<file path="config.mk">
export PLATFORM = sky130hd
export DESIGN_NAME = shkt_ctrl
export DESIGN_NICKNAME = d
export VERILOG_FILES = /design/src/shkt_pkg.sv /design/src/shkt_ctrl.sv
export SDC_FILE = /design/constraint.sdc
export NUM_CORES = 1
export LEC_CHECK = 0
export BUFFER_PORTS_ARGS = -buffer_cell sky130_fd_sc_hd__buf_2
export CORE_AREA = 3 3 40 42
export CTS_CLUSTER_SIZE = 14
export DETAILED_ROUTE_END_ITERATION = 6
export DIE_AREA = 0 0 43 45
export PLACE_DENSITY_LB_ADDON = 0.1
export SYNTH_ARGS = -nofsm -noshare
export SYNTH_HDL_FRONTEND = slang
export SYNTH_SLANG_ARGS = --single-unit
</file>
<file path="constraint.sdc">
create_clock -name clk -period 1.04 [get_ports clk]
set_input_delay 0.26 -clock clk [delete_from_list [all_inputs] [get_ports clk]]
set_output_delay 0.26 -clock clk [all_outputs]
set_load 0.01 [all_outputs]
</file>
<file path="src/shkt_pkg.sv">
`timescale 1ns / 1ps

package shkt_pkg;

  // Default geometry of the table
  localparam int BUCKET_COUNT_DEF = 1024;
  localparam int BUCKET_WAYS_DEF  = 4;

  // Width of the live-entry count in the result word
  localparam int LIVE_W = 13;

  // Hash multipliers for the x and z coordinates
  localparam logic [31:0] HASH_MUL_X = 32'd73856093;
  localparam logic [31:0] HASH_MUL_Z = 32'd19349663;

  // Action codes
  localparam logic [1:0] ACT_INSERT = 2'd0;
  localparam logic [1:0] ACT_REMOVE = 2'd1;
  localparam logic [1:0] ACT_LOOKUP = 2'd2;

  // Status codes
  localparam logic [1:0] ST_OK   = 2'd0;
  localparam logic [1:0] ST_MISS = 2'd1;
  localparam logic [1:0] ST_FULL = 2'd2;

  typedef struct packed {
    logic [1:0]         action;
    logic signed [31:0] coord_x;
    logic signed [31:0] coord_z;
    logic [15:0]        handle_in;
  } req_t;

  typedef struct packed {
    logic [1:0]        status;
    logic              found;
    logic [15:0]       handle_out;
    logic [LIVE_W-1:0] live_count;
  } rsp_t;

  // One stored way of a bucket
  typedef struct packed {
    logic [31:0] x;
    logic [31:0] z;
    logic [15:0] handle;
  } entry_t;

  // Controller to datapath
  typedef struct packed {
    logic clear;
    logic load_in;
    logic hash;
    logic read;
    logic commit;
  } cmd_t;

  // Datapath to controller
  typedef struct packed {
    logic clr_last;
    logic out_free;
  } sts_t;

endpackage

</file>
<file path="src/shkt_ctrl.sv">
`timescale 1ns / 1ps

module shkt_ctrl (
  input  logic            clk,
  input  logic            rst,
  input  logic            req_valid,
  output logic            req_stall,
  input  shkt_pkg::sts_t  sts,
  output shkt_pkg::cmd_t  cmd
);

  typedef enum logic [2:0] {
    S_CLEAR,
    S_IDLE,
    S_HASH,
    S_READ,
    S_EXEC
  } state_t;

  state_t state;

  // Advance the sequence: clear sweep, then hash, row read, execute per word
  always_ff @(posedge clk) begin
    if (rst) begin
      state <= S_CLEAR;
    end else begin
      case (state)
        S_CLEAR: if (sts.clr_last) state <= S_IDLE;
        S_IDLE:  if (req_valid) state <= S_HASH;
        S_HASH:  state <= S_READ;
        S_READ:  state <= S_EXEC;
        S_EXEC:  if (sts.out_free) state <= S_IDLE;
        default: state <= S_CLEAR;
      endcase
    end
  end

  // Decode commands from the state
  always_comb begin
    cmd         = '0;
    cmd.clear   = (state == S_CLEAR);
    cmd.load_in = (state == S_IDLE) && req_valid;
    cmd.hash    = (state == S_HASH);
    cmd.read    = (state == S_READ);
    cmd.commit  = (state == S_EXEC) && sts.out_free;
  end

  assign req_stall = (state != S_IDLE);

endmodule

</file>
==> results.sh <==
export IMPL_cp_required_ps=780
export IMPL_ant_nets=0
export IMPL_yosys_warnings=0
export IMPL_start_util=0.156
export IMPL_viasPerCell=4.22
export IMPL_firstDrtPassIters=2
export IMPL_vdd_drop_max_mv=0.765
export IMPL_largest_reg_flops=3
export IMPL_largestRegisters="state x3"
export IMPL_pre_cts_ws_ps=-167
export IMPL_gp_congestion=0.753
export IMPL_finClkSkew_ps=4.04
export IMPL_cts_root_buf="clkbuf_4"
export IMPL_grt_first_pass_wirelength_mm=1.09
export IMPL_internal_power_w=0.000375
export IMPL_slew_headroom=0.848
export IMPL_clock_sinks=3
export IMPL_fin_nets=54
export IMPL_violations="setup timing"
export IMPL_power_frac_clock=0.393
export IMPL_drive_above_1_share=0.792
export IMPL_ios=11
export IMPL_cts_htree_levels=1
export IMPL_clock_latency_ps=230
export IMPL_worstPathMaxFanout=2
export IMPL_largest_register="state"
export IMPL_tightest_slew_ps=227
export IMPL_leakagePower_nw=0.213
export IMPL_drc_errors=0
export IMPL_overflow=0
export IMPL_switching_share=0.271
export IMPL_rsz0062_at_grt="yes"
export IMPL_critPathCaptureType="output pin"
export IMPL_fin_crit_sh=1.36
export IMPL_layout_min_cycle_time_ps=1420
export IMPL_std_cell_rows=13
export IMPL_routed_wl_um=769
export IMPL_vias=266
export IMPL_grt_total_usage=0.0815
export IMPL_grt_max_degree=8
export IMPL_hp_class="input pin to flop"
export IMPL_core_area_sq_um=1280
export IMPL_comb_power_share=0.352
export IMPL_cap_viol_max_count=0
export IMPL_crit_type="flop to output pin"
export IMPL_n_antenna_cell=0
export IMPL_synth_seq_area_share=0.300
export IMPL_antenna_found_initial=0
export IMPL_holdBufCountCts=0
export IMPL_cts_tree="yes"
export IMPL_pwr_share_seq=0.255
export IMPL_start_kind="flop"
export IMPL_clock_path_buffers=2
export IMPL_syn_to_final_growth_pct=134
export IMPL_synth_area_sq_um=200
export IMPL_portBuffers=10
export IMPL_clk_pin_slew_ps=40
export IMPL_startpoint="state[0]$_SDFFE_PP0P_"
export IMPL_final_hold_viol_count=0
export IMPL_utilization=0.365
export IMPL_die_h_um=45
export IMPL_yosys_register_bits=3
export IMPL_die_w_um=43
export IMPL_wl_per_cell_um=12.2
export IMPL_cts_made_buffers=3
export IMPL_hp_start="rst"
export IMPL_setup_viol=9
export IMPL_postSynthAreaPerCell_sq_um=8.70
export IMPL_regArea_sq_um=63.8
export IMPL_dr_first_iter_drc_count=2
export IMPL_dieArea_sq_um=1940
export IMPL_layout_setup_ws_ps=-377
export IMPL_outcome="finished with violations"
export IMPL_synth_fp_nets=28
export IMPL_drv_slew=0
export IMPL_fmax_mhz=706
export IMPL_grt_pass1_vias=268
export IMPL_p_sw_w=0.000139
export IMPL_r2r_start="state[1]$_SDFFE_PP0P_"
export IMPL_p_per_area_nw_per_um2=1100
export IMPL_critPathArrivalTime_ps=1160
export IMPL_fillers=135
export IMPL_yosysUniqueCellTypes=16
export IMPL_syn_inst=23
export IMPL_multi_input_area_sq_um=163
-- kinds of logic (layout without fill, tap and decap cells) --
group	count (synthesis)	in the layout	synth area share
DFF	3	3	0.300
AOI/OAI and AO/OA	3	3	0.0812
muxes	1	1	0.0562
buffers and inverters	3	28	0.112
and+or+nand+nor	13	13	0.450
-- power by group through the flow --
stage | clock [W] | combinational, W | sequential [W]
final | 0.000202 | 0.000181 | 0.000131
after global routing | 0.000223 | 0.000196 | 0.000132
after CTS | 0.000214 | 0.000142 | 0.000131
after detailed placement | 0 | 0.000105 | 0.000131
after global placement | 0 | 0.000103 | 0.000131
after floorplan | 0 | 0.0000719 | 0.000129
-- path summary, 6_finish.rpt --
check / endpoint / slack, ps / cells after the start
max: cmd[3] / -380 / 3
min: state[0]$_SDFFE_PP0P_ / 210 / 2
max reg2reg: state[2]$_SDFFE_PP0P_ / -110 / 6
min reg2reg: state[1]$_SDFFE_PP0P_ / 560 / 2
-- cell usage in the layout, fill, tap and decap left out --
cell,n
clkbuf_4,3
clkbuf_1,1
or3b_4,1
nor2_1,3
mux2_2,1
nand2_1,1
dfxtp_2,3
and2_4,1
nor4b_4,1
nor3_2,2
o21ai_0,1
a21oi_1,1
a31oi_1,1
nor4bb_4,1
buf_2,8
nor2_4,2
and3b_1,1
buf_6,11
inv_1,1
buf_4,4
-- layout make-up --
class,instances,area share
repair buffers,23,0.413
multi-input cells,17,0.347
flip-flops and latches,3,0.136
well taps,15,0.0400
inverters,1,0.00800
clock buffers,4,0.0560
-- cell usage after synthesis --
library cell / instances / area share
a21oi_1: 1 / 0.025
a31oi_1: 1 / 0.031
and2_1: 1 / 0.031
and3b_1: 1 / 0.044
buf_4: 1 / 0.038
buf_6: 1 / 0.056
dfxtp_1: 3 / 0.30
inv_1: 1 / 0.019
mux2_2: 1 / 0.056
nand2_1: 1 / 0.019
nor2_1: 5 / 0.094
nor3_1: 2 / 0.050
nor4b_1: 1 / 0.044
nor4bb_4: 1 / 0.12
o21ai_0: 1 / 0.025
or3b_1: 1 / 0.044
-- worst max-delay path, cell delays in order (launching register included) --
cell	delay, ps
dfxtp_2	340
or3b_4	390
nor2_4	90
buf_6	100
-- per-layer routing --
layer	track usage	up-vias	wire [um]
met3	0.0677	0	55
met2	0.141	11	414
met4	0.0181	0	0
met1	0.0743	126	300
met5	0	-	0
li1	-	129	-
-- metrics by stage --
step	hold WS, ps	TNS (ps)	total power (W)	area [sq um]	cells
6_report	214	-2330	0.000514	469	63
5_1_grt	215	-2770	0.000551	469	63
4_1_cts	211	-2350	0.000486	394	59
3_5_place_dp	450	-783	0.000236	299	51
3_3_place_gp	455	-662	0.000233	299	51
2_1_floorplan	322	-221	0.000200	215	23
-- repair_timing --
item,4_1_cts,5_1_grt
endpoints found under the setup margin,9,9
setup buffers,4,4
resized for setup,9,11
cloned,0,0
pin swaps,4,4
Note: power is estimated with default switching activity, not from simulation.
